===== config.mk =====
export PLATFORM = sky130hd
export DESIGN_NAME = fir_filter_circular_delay
export DESIGN_NICKNAME = d
export VERILOG_FILES = /design/src/hdl/fcd_pkg.sv /design/src/hdl/fcd_ram.sv /design/src/hdl/fir_filter_circular_delay.sv
export SDC_FILE = /design/constraint.sdc
export NUM_CORES = 2
export LEC_CHECK = 0
export CAP_MARGIN = 0
export CORE_MARGIN = 5
export CORE_UTILIZATION = 44
export CTS_CLUSTER_SIZE = 24
export DETAILED_ROUTE_END_ITERATION = 7
export DONT_BUFFER_PORTS = 1
export GPL_TIMING_DRIVEN = 0
export PLACE_DENSITY = 0.68
export SETUP_SLACK_MARGIN = 0.4
export SLEW_MARGIN = 25
export SYNTH_ARGS = -nofsm -noshare
export SYNTH_HDL_FRONTEND = slang
export SYNTH_HIERARCHICAL = 1
export SYNTH_SLANG_ARGS = --single-unit

===== constraint.sdc =====
create_clock -name i_clk -period 17.4 [get_ports i_clk]
set_input_delay 1.74 -clock i_clk [delete_from_list [all_inputs] [get_ports i_clk]]
set_output_delay 1.74 -clock i_clk [all_outputs]
set_load 0.05 [all_outputs]

===== src/hdl/fcd_pkg.sv =====
// Shared types and constants for the circular-delay FIR filter.
// No dependencies; used by fir_filter_circular_delay.

package fcd_pkg;

    // Default sizes, handed to the top level as parameter defaults
    localparam int MAX_TAPS_DEF    = 128;
    localparam int SAMPLE_BITS_DEF = 16;
    localparam int COEFF_BITS_DEF  = 16;

    // Fixed field widths
    localparam int CFG_W   = 8;   // tap_count register
    localparam int IDX_W   = 7;   // tap_index field
    localparam int DIGIT_W = 4;   // coefficient digit consumed per cycle

    localparam logic [CFG_W-1:0] TAP_COUNT_RST = CFG_W'(128);

    // Opcodes of an input item
    localparam logic OP_FILTER = 1'b0;
    localparam logic OP_LOAD   = 1'b1;

    typedef enum logic [2:0] {
        S_CLEAR,   // zero both stores after reset
        S_IDLE,    // take items
        S_READ,    // issue store reads for one tap
        S_LOAD,    // load operand registers from the stores
        S_MAC,     // digit-serial multiply
        S_ACC,     // add product into accumulator
        S_ROUND,   // round and saturate
        S_DONE     // hand result to the output register
    } t_state;

endpackage


===== src/hdl/fcd_ram.sv =====
// Generic single-port-write, single-port-read RAM with registered read data.
// No dependencies.

module fcd_ram #(
    parameter int WIDTH = 16,
    parameter int DEPTH = 128
) (
    input  logic                     i_clk,
    input  logic                     i_wr_en,
    input  logic [$clog2(DEPTH)-1:0] i_wr_addr,
    input  logic [WIDTH-1:0]         i_wr_data,
    input  logic                     i_rd_en,
    input  logic [$clog2(DEPTH)-1:0] i_rd_addr,
    output logic [WIDTH-1:0]         o_rd_data
);

    logic [WIDTH-1:0] r_mem [DEPTH];
    logic [WIDTH-1:0] r_rd_data;

    always_ff @(posedge i_clk) begin
        if (i_wr_en) begin
            r_mem[i_wr_addr] <= i_wr_data;
        end
        if (i_rd_en) begin
            r_rd_data <= r_mem[i_rd_addr];
        end
    end

    assign o_rd_data = r_rd_data;

endmodule


===== src/hdl/fir_filter_circular_delay.sv =====
// Top level of the direct-form FIR filter with a circular delay store.
// Depends on fcd_pkg and fcd_ram.

// A sample item (opcode 0) is written into a circular delay store of tap_count
// entries and yields one result: the sum over all active taps of coefficient
// times delayed sample, rounded half up and saturated to SAMPLE_BITS. A load
// item (opcode 1) writes one coefficient and yields nothing, and the block
// stays ready for the next item; loads with tap_index not below MAX_TAPS are
// dropped. Each tap goes through a digit-serial multiplier that consumes
// DIGIT_W coefficient bits per cycle; one tap runs store read, operand load,
// ND digit steps (ND = ceil(COEFF_BITS / 4)) and accumulate. After the last
// tap come round and hand-over, and only then is the block ready again;
// hand-over waits while a result still sits unread in the output register.
// After reset the block zeroes both stores and takes no item meanwhile;
// tap_count writes are accepted at any time but are meant to arrive while
// the block is idle. A finished result sits in an output register, so the
// next item is taken while it waits.

module fir_filter_circular_delay #(
    parameter int MAX_TAPS    = fcd_pkg::MAX_TAPS_DEF,
    parameter int SAMPLE_BITS = fcd_pkg::SAMPLE_BITS_DEF,
    parameter int COEFF_BITS  = fcd_pkg::COEFF_BITS_DEF
) (
    input  logic                           i_clk,
    input  logic                           i_rst_n,
    // item input channel
    input  logic                           i_valid,
    output logic                           o_ready,
    input  logic                           i_opcode,
    input  logic signed [SAMPLE_BITS-1:0]  i_sample_in,
    input  logic [fcd_pkg::IDX_W-1:0]      i_tap_index,
    input  logic signed [COEFF_BITS-1:0]   i_tap_value,
    input  logic                           i_block_end_in,
    // result channel
    output logic                           o_valid,
    input  logic                           i_ready,
    output logic signed [SAMPLE_BITS-1:0]  o_sample_out,
    output logic                           o_block_end_out,
    // tap_count write channel
    input  logic                           i_cfg_valid,
    output logic                           o_cfg_ready,
    input  logic [fcd_pkg::CFG_W-1:0]      i_cfg_data
);

    // Address and count widths
    localparam int AB  = $clog2(MAX_TAPS);
    localparam int CW  = $clog2(MAX_TAPS + 1);
    localparam int TW  = (CW > fcd_pkg::CFG_W) ? CW : fcd_pkg::CFG_W;
    localparam int XW  = (CW > fcd_pkg::IDX_W) ? CW : fcd_pkg::IDX_W;
    // Digit-serial multiplier
    localparam int DW  = fcd_pkg::DIGIT_W;
    localparam int ND  = (COEFF_BITS + DW - 1) / DW;
    localparam int CPW = ND * DW;
    localparam int DGW = (ND > 1) ? $clog2(ND) : 1;
    localparam int PW  = SAMPLE_BITS + CPW;
    // Accumulator: exact, but capped at 63 bits; saturates at +-(2^(AW-1)-1)
    localparam int NAT = SAMPLE_BITS + COEFF_BITS + AB;
    localparam int AW  = (NAT > 63) ? 63 : NAT;
    localparam int SW  = ((AW > PW) ? AW : PW) + 1;

    localparam logic signed [SW-1:0] ACC_MAX = SW'((64'sd1 <<< (AW - 1)) - 64'sd1);
    localparam logic signed [SW-1:0] ACC_MIN = -ACC_MAX;
    localparam logic signed [AW:0]   RND     = (AW + 1)'(64'sd1 <<< (COEFF_BITS - 2));
    localparam logic signed [AW:0]   Y_MAX   = (AW + 1)'((64'sd1 <<< (SAMPLE_BITS - 1)) - 64'sd1);
    localparam logic signed [AW:0]   Y_MIN   = -Y_MAX - (AW + 1)'(1);
    localparam logic [AB-1:0]        LAST_ADDR = AB'(MAX_TAPS - 1);

    // ------------------------------------------------------------------
    // Registers
    // ------------------------------------------------------------------
    fcd_pkg::t_state r_state, n_state;

    logic [fcd_pkg::CFG_W-1:0]     r_tap_count;
    logic [AB-1:0]                 r_clr;        // clearing sweep address
    logic [AB-1:0]                 r_wr_pos;     // next delay write position
    logic [AB-1:0]                 r_last;       // active taps minus one
    logic [AB-1:0]                 r_j;          // coefficient index
    logic [AB-1:0]                 r_k;          // delay index for tap j
    logic [DGW-1:0]                r_dig;        // digit step within a tap
    logic                          r_block_end;
    logic signed [SAMPLE_BITS-1:0] r_samp;
    logic [CPW-1:0]                r_coef;       // digit shift register
    logic signed [PW-1:0]          r_prod;
    logic signed [AW-1:0]          r_acc;
    logic signed [SAMPLE_BITS-1:0] r_y;
    logic                          r_out_valid;
    logic signed [SAMPLE_BITS-1:0] r_sample_out;
    logic                          r_block_end_out;

    // ------------------------------------------------------------------
    // Store ports
    // ------------------------------------------------------------------
    logic                   w_dly_we, w_coef_we, w_rd_en;
    logic [AB-1:0]          w_dly_wa, w_coef_wa;
    logic [SAMPLE_BITS-1:0] w_dly_wd, w_dly_rd;
    logic [COEFF_BITS-1:0]  w_coef_wd, w_coef_rd;

    fcd_ram #(.WIDTH(SAMPLE_BITS), .DEPTH(MAX_TAPS)) u_delay_store (
        .i_clk     (i_clk),
        .i_wr_en   (w_dly_we),
        .i_wr_addr (w_dly_wa),
        .i_wr_data (w_dly_wd),
        .i_rd_en   (w_rd_en),
        .i_rd_addr (r_k),
        .o_rd_data (w_dly_rd)
    );

    fcd_ram #(.WIDTH(COEFF_BITS), .DEPTH(MAX_TAPS)) u_coeff_store (
        .i_clk     (i_clk),
        .i_wr_en   (w_coef_we),
        .i_wr_addr (w_coef_wa),
        .i_wr_data (w_coef_wd),
        .i_rd_en   (w_rd_en),
        .i_rd_addr (r_j),
        .o_rd_data (w_coef_rd)
    );

    // ------------------------------------------------------------------
    // Item decode: effective tap count, write position, load range check
    // ------------------------------------------------------------------
    logic [TW-1:0] w_taps_cfg;
    logic [AB-1:0] w_last;       // effective taps minus one
    logic [AB-1:0] w_pos;        // position this sample goes to
    logic [AB-1:0] w_pos_next;
    logic          w_idx_ok;
    logic          w_accept, w_take_sample, w_take_load;
    logic          w_slot_free;

    always_comb begin
        w_taps_cfg = TW'(r_tap_count);
        // a count of zero acts as one tap, an oversized one as MAX_TAPS
        if (w_taps_cfg == '0) begin
            w_last = '0;
        end else if (w_taps_cfg > TW'(MAX_TAPS)) begin
            w_last = LAST_ADDR;
        end else begin
            w_last = AB'(w_taps_cfg - TW'(1));
        end
        // restart the ring when the count was lowered to or below the position
        w_pos      = (r_wr_pos > w_last) ? '0 : r_wr_pos;
        w_pos_next = (w_pos == w_last) ? '0 : w_pos + AB'(1);
        w_idx_ok   = XW'(i_tap_index) < XW'(MAX_TAPS);
    end

    assign w_accept      = i_valid && o_ready;
    assign w_take_sample = w_accept && (i_opcode == fcd_pkg::OP_FILTER);
    assign w_take_load   = w_accept && (i_opcode == fcd_pkg::OP_LOAD);
    assign w_slot_free   = !r_out_valid || i_ready;

    // ------------------------------------------------------------------
    // Next state
    // ------------------------------------------------------------------
    always_comb begin
        n_state = r_state;
        case (r_state)
            fcd_pkg::S_CLEAR: begin
                if (r_clr == LAST_ADDR) begin
                    n_state = fcd_pkg::S_IDLE;
                end
            end
            fcd_pkg::S_IDLE: begin
                if (w_take_sample) begin
                    n_state = fcd_pkg::S_READ;
                end
            end
            fcd_pkg::S_READ:  n_state = fcd_pkg::S_LOAD;
            fcd_pkg::S_LOAD:  n_state = fcd_pkg::S_MAC;
            fcd_pkg::S_MAC: begin
                if (r_dig == DGW'(ND - 1)) begin
                    n_state = fcd_pkg::S_ACC;
                end
            end
            fcd_pkg::S_ACC: begin
                n_state = (r_j == r_last) ? fcd_pkg::S_ROUND : fcd_pkg::S_READ;
            end
            fcd_pkg::S_ROUND: n_state = fcd_pkg::S_DONE;
            fcd_pkg::S_DONE: begin
                if (w_slot_free) begin
                    n_state = fcd_pkg::S_IDLE;
                end
            end
            default: n_state = fcd_pkg::S_CLEAR;
        endcase
    end

    // ------------------------------------------------------------------
    // State-driven controls
    // ------------------------------------------------------------------
    always_comb begin
        o_ready   = 1'b0;
        w_rd_en   = 1'b0;
        w_dly_we  = 1'b0;
        w_dly_wa  = w_pos;
        w_dly_wd  = i_sample_in;
        w_coef_we = 1'b0;
        w_coef_wa = AB'(i_tap_index);
        w_coef_wd = i_tap_value;
        case (r_state)
            fcd_pkg::S_CLEAR: begin
                // zero both stores, one entry per cycle
                w_dly_we  = 1'b1;
                w_dly_wa  = r_clr;
                w_dly_wd  = '0;
                w_coef_we = 1'b1;
                w_coef_wa = r_clr;
                w_coef_wd = '0;
            end
            fcd_pkg::S_IDLE: begin
                o_ready   = 1'b1;
                w_dly_we  = w_take_sample;
                w_coef_we = w_take_load && w_idx_ok;
            end
            fcd_pkg::S_READ: w_rd_en = 1'b1;
            default: begin
            end
        endcase
    end

    // ------------------------------------------------------------------
    // Datapath arithmetic
    // ------------------------------------------------------------------
    logic signed [DW:0]             w_digit;
    logic signed [SAMPLE_BITS+DW:0] w_dprod;
    logic signed [PW-1:0]           w_prod_next;
    logic signed [SW-1:0]           w_sum;
    logic signed [AW-1:0]           w_acc_next;
    logic signed [AW:0]             w_rounded;
    logic signed [AW:0]             w_shifted;
    logic signed [SAMPLE_BITS-1:0]  w_y;

    always_comb begin
        // Horner step, top digit first; only the top digit carries the sign
        if (r_dig == '0) begin
            w_digit = {r_coef[CPW-1], r_coef[CPW-1 -: DW]};
        end else begin
            w_digit = {1'b0, r_coef[CPW-1 -: DW]};
        end
        w_dprod     = r_samp * w_digit;
        w_prod_next = (r_prod <<< DW) + PW'(w_dprod);

        // accumulate with saturation
        w_sum = SW'(r_acc) + SW'(r_prod);
        if (w_sum > ACC_MAX) begin
            w_acc_next = AW'(ACC_MAX);
        end else if (w_sum < ACC_MIN) begin
            w_acc_next = AW'(ACC_MIN);
        end else begin
            w_acc_next = AW'(w_sum);
        end

        // round half up, then saturate to the sample range
        w_rounded = (AW + 1)'(r_acc) + RND;
        w_shifted = w_rounded >>> (COEFF_BITS - 1);
        if (w_shifted > Y_MAX) begin
            w_y = SAMPLE_BITS'(Y_MAX);
        end else if (w_shifted < Y_MIN) begin
            w_y = SAMPLE_BITS'(Y_MIN);
        end else begin
            w_y = SAMPLE_BITS'(w_shifted);
        end
    end

    // ------------------------------------------------------------------
    // Control registers
    // ------------------------------------------------------------------
    always_ff @(posedge i_clk) begin
        if (!i_rst_n) begin
            r_state     <= fcd_pkg::S_CLEAR;
            r_tap_count <= fcd_pkg::TAP_COUNT_RST;
            r_clr       <= '0;
            r_wr_pos    <= '0;
            r_out_valid <= 1'b0;
        end else begin
            r_state <= n_state;
            if (i_cfg_valid) begin
                r_tap_count <= i_cfg_data;
            end
            if (r_state == fcd_pkg::S_CLEAR) begin
                r_clr <= r_clr + AB'(1);
            end
            if (w_take_sample) begin
                r_wr_pos <= w_pos_next;
            end
            if (r_state == fcd_pkg::S_DONE && w_slot_free) begin
                r_out_valid <= 1'b1;
            end else if (i_ready) begin
                r_out_valid <= 1'b0;
            end
        end
    end

    // ------------------------------------------------------------------
    // Payload registers
    // ------------------------------------------------------------------
    always_ff @(posedge i_clk) begin
        case (r_state)
            fcd_pkg::S_IDLE: begin
                if (w_take_sample) begin
                    r_last      <= w_last;
                    r_j         <= '0;
                    r_k         <= w_pos;
                    r_acc       <= '0;
                    r_block_end <= i_block_end_in;
                end
            end
            fcd_pkg::S_LOAD: begin
                r_samp <= $signed(w_dly_rd);
                r_coef <= CPW'($signed(w_coef_rd));
                r_prod <= '0;
                r_dig  <= '0;
            end
            fcd_pkg::S_MAC: begin
                r_prod <= w_prod_next;
                r_coef <= r_coef << DW;
                r_dig  <= r_dig + DGW'(1);
            end
            fcd_pkg::S_ACC: begin
                r_acc <= w_acc_next;
                // advance to the next tap, walking the ring backwards
                r_j   <= r_j + AB'(1);
                r_k   <= (r_k == '0) ? r_last : r_k - AB'(1);
            end
            fcd_pkg::S_ROUND: r_y <= w_y;
            fcd_pkg::S_DONE: begin
                if (w_slot_free) begin
                    r_sample_out    <= r_y;
                    r_block_end_out <= r_block_end;
                end
            end
            default: begin
            end
        endcase
    end

    assign o_valid         = r_out_valid;
    assign o_sample_out    = r_sample_out;
    assign o_block_end_out = r_block_end_out;
    assign o_cfg_ready     = 1'b1;

    // ------------------------------------------------------------------
    // Assertions
    // ------------------------------------------------------------------
    a_rise_from_done: assert property (@(posedge i_clk) disable iff (!i_rst_n)
        $rose(o_valid) |-> $past(r_state) == fcd_pkg::S_DONE)
        else $error("result raised outside the hand-over state");

    a_read_in_ring: assert property (@(posedge i_clk) disable iff (!i_rst_n)
        r_state == fcd_pkg::S_READ |-> (r_j <= r_last) && (r_k <= r_last))
        else $error("store read beyond the active taps");

    a_sample_starts: assert property (@(posedge i_clk) disable iff (!i_rst_n)
        w_take_sample |=> r_state == fcd_pkg::S_READ && r_j == '0)
        else $error("accepted sample did not start the tap walk");

    a_digit_range: assert property (@(posedge i_clk) disable iff (!i_rst_n)
        r_state == fcd_pkg::S_MAC |-> r_dig <= DGW'(ND - 1))
        else $error("digit counter ran past the coefficient");

    a_no_overwrite: assert property (@(posedge i_clk) disable iff (!i_rst_n)
        (r_state == fcd_pkg::S_DONE && r_out_valid && !i_ready)
            |=> $stable(r_sample_out))
        else $error("waiting result overwritten");

endmodule


==> flow_summary.json <==
{
  "area_delta_synth_final_pct": 14.8,
  "p_leak_nw": 69.4,
  "grt_pass1_wl_um": 631000,
  "slew_viol_final": 0,
  "cts_max_level": 5,
  "synth_top_family_by_area": "multiplexers",
  "fill_cells": 30100,
  "vias": 85500,
  "antenna_found_initial": 57,
  "dieHeight_um": 637,
  "async_reset_ff_share_pct": 0,
  "cp-start-kind": "flip-flop",
  "die-area_um2": 406000,
  "power_frac_clock_pct": 39.4,
  "ir_worst_vdd_v": 0.0000913,
  "ctsLongestPathBuffers": 4,
  "routed_via_density": 6.06,
  "synth_simple_gate_area_share_pct": 2.36,
  "ys.flop_type": "edfxtp_1",
  "synth_top_cell_by_area": "edfxtp_1",
  "core.rowCount": 230,
  "drt_iter0_markers": 11400,
  "cts_buffers": 420,
  "synth_compound_area_share_pct": 1.26,
  "final_cells": 14100,
  "yosys_warnings": 6,
  "syn_nets": 8070,
  "path_max_fanout": 16,
  "final_nets": 8786,
  "rsz0062_at_grt": "false",
  "status": "completed",
  "synthAdderAreaFrac_pct": 2.02,
  "drtAntennaViolNets": 0,
  "synth-edff-count": 4288,
  "synthXorXnorAreaFrac_pct": 0.547,
  "cts_sinks": 4314,
  "drive_gt1_share_pct": 31.3,
  "routedWlPerCell_um": 31.3,
  "port-buffer-count": 0,
  "design_area_um2": 198000,
  "finalSetupViolCount": 0,
  "worst-setup-path-type": "reg -> reg",
  "worstPathArrival_ns": 8.32,
  "insertion_delay_ns": 1.01,
  "avgSynthCellArea_um2": 22.2,
  "tns_ns": 0,
  "die_w_um": 637,
  "first_global_vias": 85100,
  "comb_power_share_pct": 8.2,
  "grt_usage_pct": 21.5,
  "grt_max_degree": 73,
  "holdBufCountCts": 0,
  "cts_root_buf": "clkbuf_16",
  "path_clk_slew_ns": 0.06,
  "cts_tree": "done",
  "p_switching_mw": 5.37,
  "boundaryPins": 74,
  "synthMuxAreaShare_pct": 17.8,
  "tightest_slew_ns": 1.26,
  "gp_congestion": 0.874,
  "skew_ns": 0.0674,
  "place_area_um2": 185000,
  "firstDrtPassIters": 6,
  "clock.fmax_mhz": 129,
  "core_region_area_um2": 392000,
  "synth_cell_types": 84,
  "period_share_pct": 44.6,
  "crit_path_end_kind": "flip-flop",
  "cts_resized": 0,
  "syn_area_um2": 173000,
  "cp.required_ns": 17.96,
  "worstHoldPathType": "reg -> reg",
  "intPower_mw": 17.5,
  "synth_cells": 7797,
  "seq_area_frac_synth_pct": 74.7,
  "synth-seq-cells": 4314,
  "drc_errors": 0,
  "power_density_nw_per_um2": 115,
  "holdWs_ns": 0.412,
  "grt_overflow": 0,
  "dpl.hpwl_um": 307000,
  "finalWorstPathRequiredPeriod_ns": 7.76,
  "synth_top_area_share_pct": 74.4,
  "post_cts_buffers": 0,
  "hold_viol_final": 0,
  "cap_violations": 0,
  "wl_um": 442000,
  "start_util_pct": 44.1,
  "dpl.cell_count": 13300,
  "pwr-share-seq_pct": 52.4,
  "netSwitchingFraction_pct": 23.5,
  "relSlewSlack_pct": 15.2,
  "p_total_mw": 22.9,
  "reg2reg_slack_ns": 9.64,
  "synth.area.top_cells": "edfxtp_1 74%, mux4_2 18%, fa_1 1.2%, ha_1 0.86%, nor2_1 0.81%"
}
==> layout make-up <==
cell class	instances	area, um2	area share [%]
flip-flops and latches	4314	129000	65.1
multi-input cells	2947	42400	21.4
clock buffers	498	10800	5.45
well taps	5220	6530	3.29
repair buffers	294	4250	2.14
clock inverters	282	2880	1.45
plain buffers	387	1710	0.859
inverters	149	559	0.282
diodes	12	30.0	0.0151
==> cells in the final DEF (no fill, tap or decap), drive strengths merged, types with 48 or more instances in the layout <==
cell type and n:
inv 164, edfxtp 4288, nor2 374, o21ai 87, clkinv 208, clkbuf 717, fa 100, mux4 1344
nand3 64, a21oi 121, ha 119, and2 109, xnor2 60, xor2 48, buf 462, nand2 181
==> kinds of logic after synthesis <==
logic type / Yosys count
adders and majority gates: 219
buffers and inverters: 536
xor gates and xnor gates: 108
and+or+nand+nor: 883
other: 1
muxes: 1390
AOI/OAI and AO/OA: 346
DFF: 4314
==> state kept, by name, summed over array words and instances (netlist names), 32 cells and up <==
| register | flops |
|---|---|
| r_acc | 39 |
| r_prod | 32 |
| u_coeff_store/r_mem | 2048 |
| u_delay_store/r_mem | 2048 |
==> through the flow <==
step                      setup slack, ns  utilization [%]
after floorplan                     11.66                -
after global placement               9.45             45.8
after detailed placement            10.02             47.1
after CTS                            9.87             50.6
after global routing                 9.52             50.6
final                                9.64             50.6
==> path summary, 6_finish.rpt <==
check,start,to,cells past startpoint
max reg2reg,r_tap_count[2],u_delay_store/r_mem[95][12],18
max,r_tap_count[2],u_delay_store/r_mem[95][12],18
min reg2reg,r_block_end,o_block_end_out,0
min,r_block_end,o_block_end_out,0
==> power by group through the flow <==
stage,registers [mW],clock network (mW),logic (mW)
4_1_cts,12.0,9.14,1.86
3_5_place_dp,12.2,0,1.86
5_1_grt,12.0,9.60,1.94
2_1_floorplan,12.2,0,0.837
3_3_place_gp,12.3,0,1.54
6_report,12.0,9.01,1.88
==> layer usage <==
layer	global-route usage (%)	share of wire (%)	vias to the layer above
met5	0	0.042	-
li1	-	-	34100
met4	7.47	4.0	30
met1	29.1	37	45800
met2	34.9	49	4732
met3	4.53	9.9	820
==> synth_stat cells (4+ instances only) <==
| library cell | count |
|---|---|
| edfxtp_1 | 4288 |
| mux4_2 | 1344 |
| nor2_1 | 373 |
| clkbuf_1 | 212 |
| nand2_1 | 180 |
| inv_1 | 149 |
| a21oi_1 | 121 |
| ha_1 | 119 |
| buf_2 | 109 |
| and2_1 | 108 |
| fa_1 | 100 |
| o21ai_0 | 74 |
| nand3_1 | 64 |
| xnor2_1 | 60 |
| buf_1 | 57 |
| xor2_1 | 48 |
| mux2_2 | 34 |
| nor3_1 | 31 |
| a21o_1 | 29 |
| nand4_1 | 28 |
| dfxtp_1 | 26 |
| nor2b_1 | 20 |
| nand2b_1 | 15 |
| o21a_1 | 14 |
| a31oi_1 | 12 |
| o21ai_1 | 12 |
| a211oi_1 | 11 |
| and3_1 | 11 |
| mux2i_1 | 11 |
| or3_1 | 11 |
| or2_2 | 8 |
| a31o_2 | 6 |
| and4_1 | 6 |
| buf_4 | 6 |
| o21bai_1 | 6 |
| o31ai_1 | 6 |
| or4_1 | 5 |
| o2111a_1 | 4 |
| o2111ai_1 | 4 |
| o211ai_1 | 4 |
==> worst max-delay path, cell delays in order (launching register included) <==
cell and delay [ns]:
dfxtp_1 0.36, or4_1 0.53, buf_2 0.18, nor2_1 0.19, nor2_1 0.07, o21a_1 0.24
inv_1 0.08, ha_1 0.23, nor2b_1 0.13, o21a_1 0.17, o21a_1 0.17, o31ai_1 0.54
clkbuf_1 0.43, nand2_1 0.18, o21ai_0 0.99, clkbuf_1 0.39, nand4_1 0.83, clkbuf_2 0.70
nor2_2 0.91
Note: power is estimated with default switching activity, not from simulation.
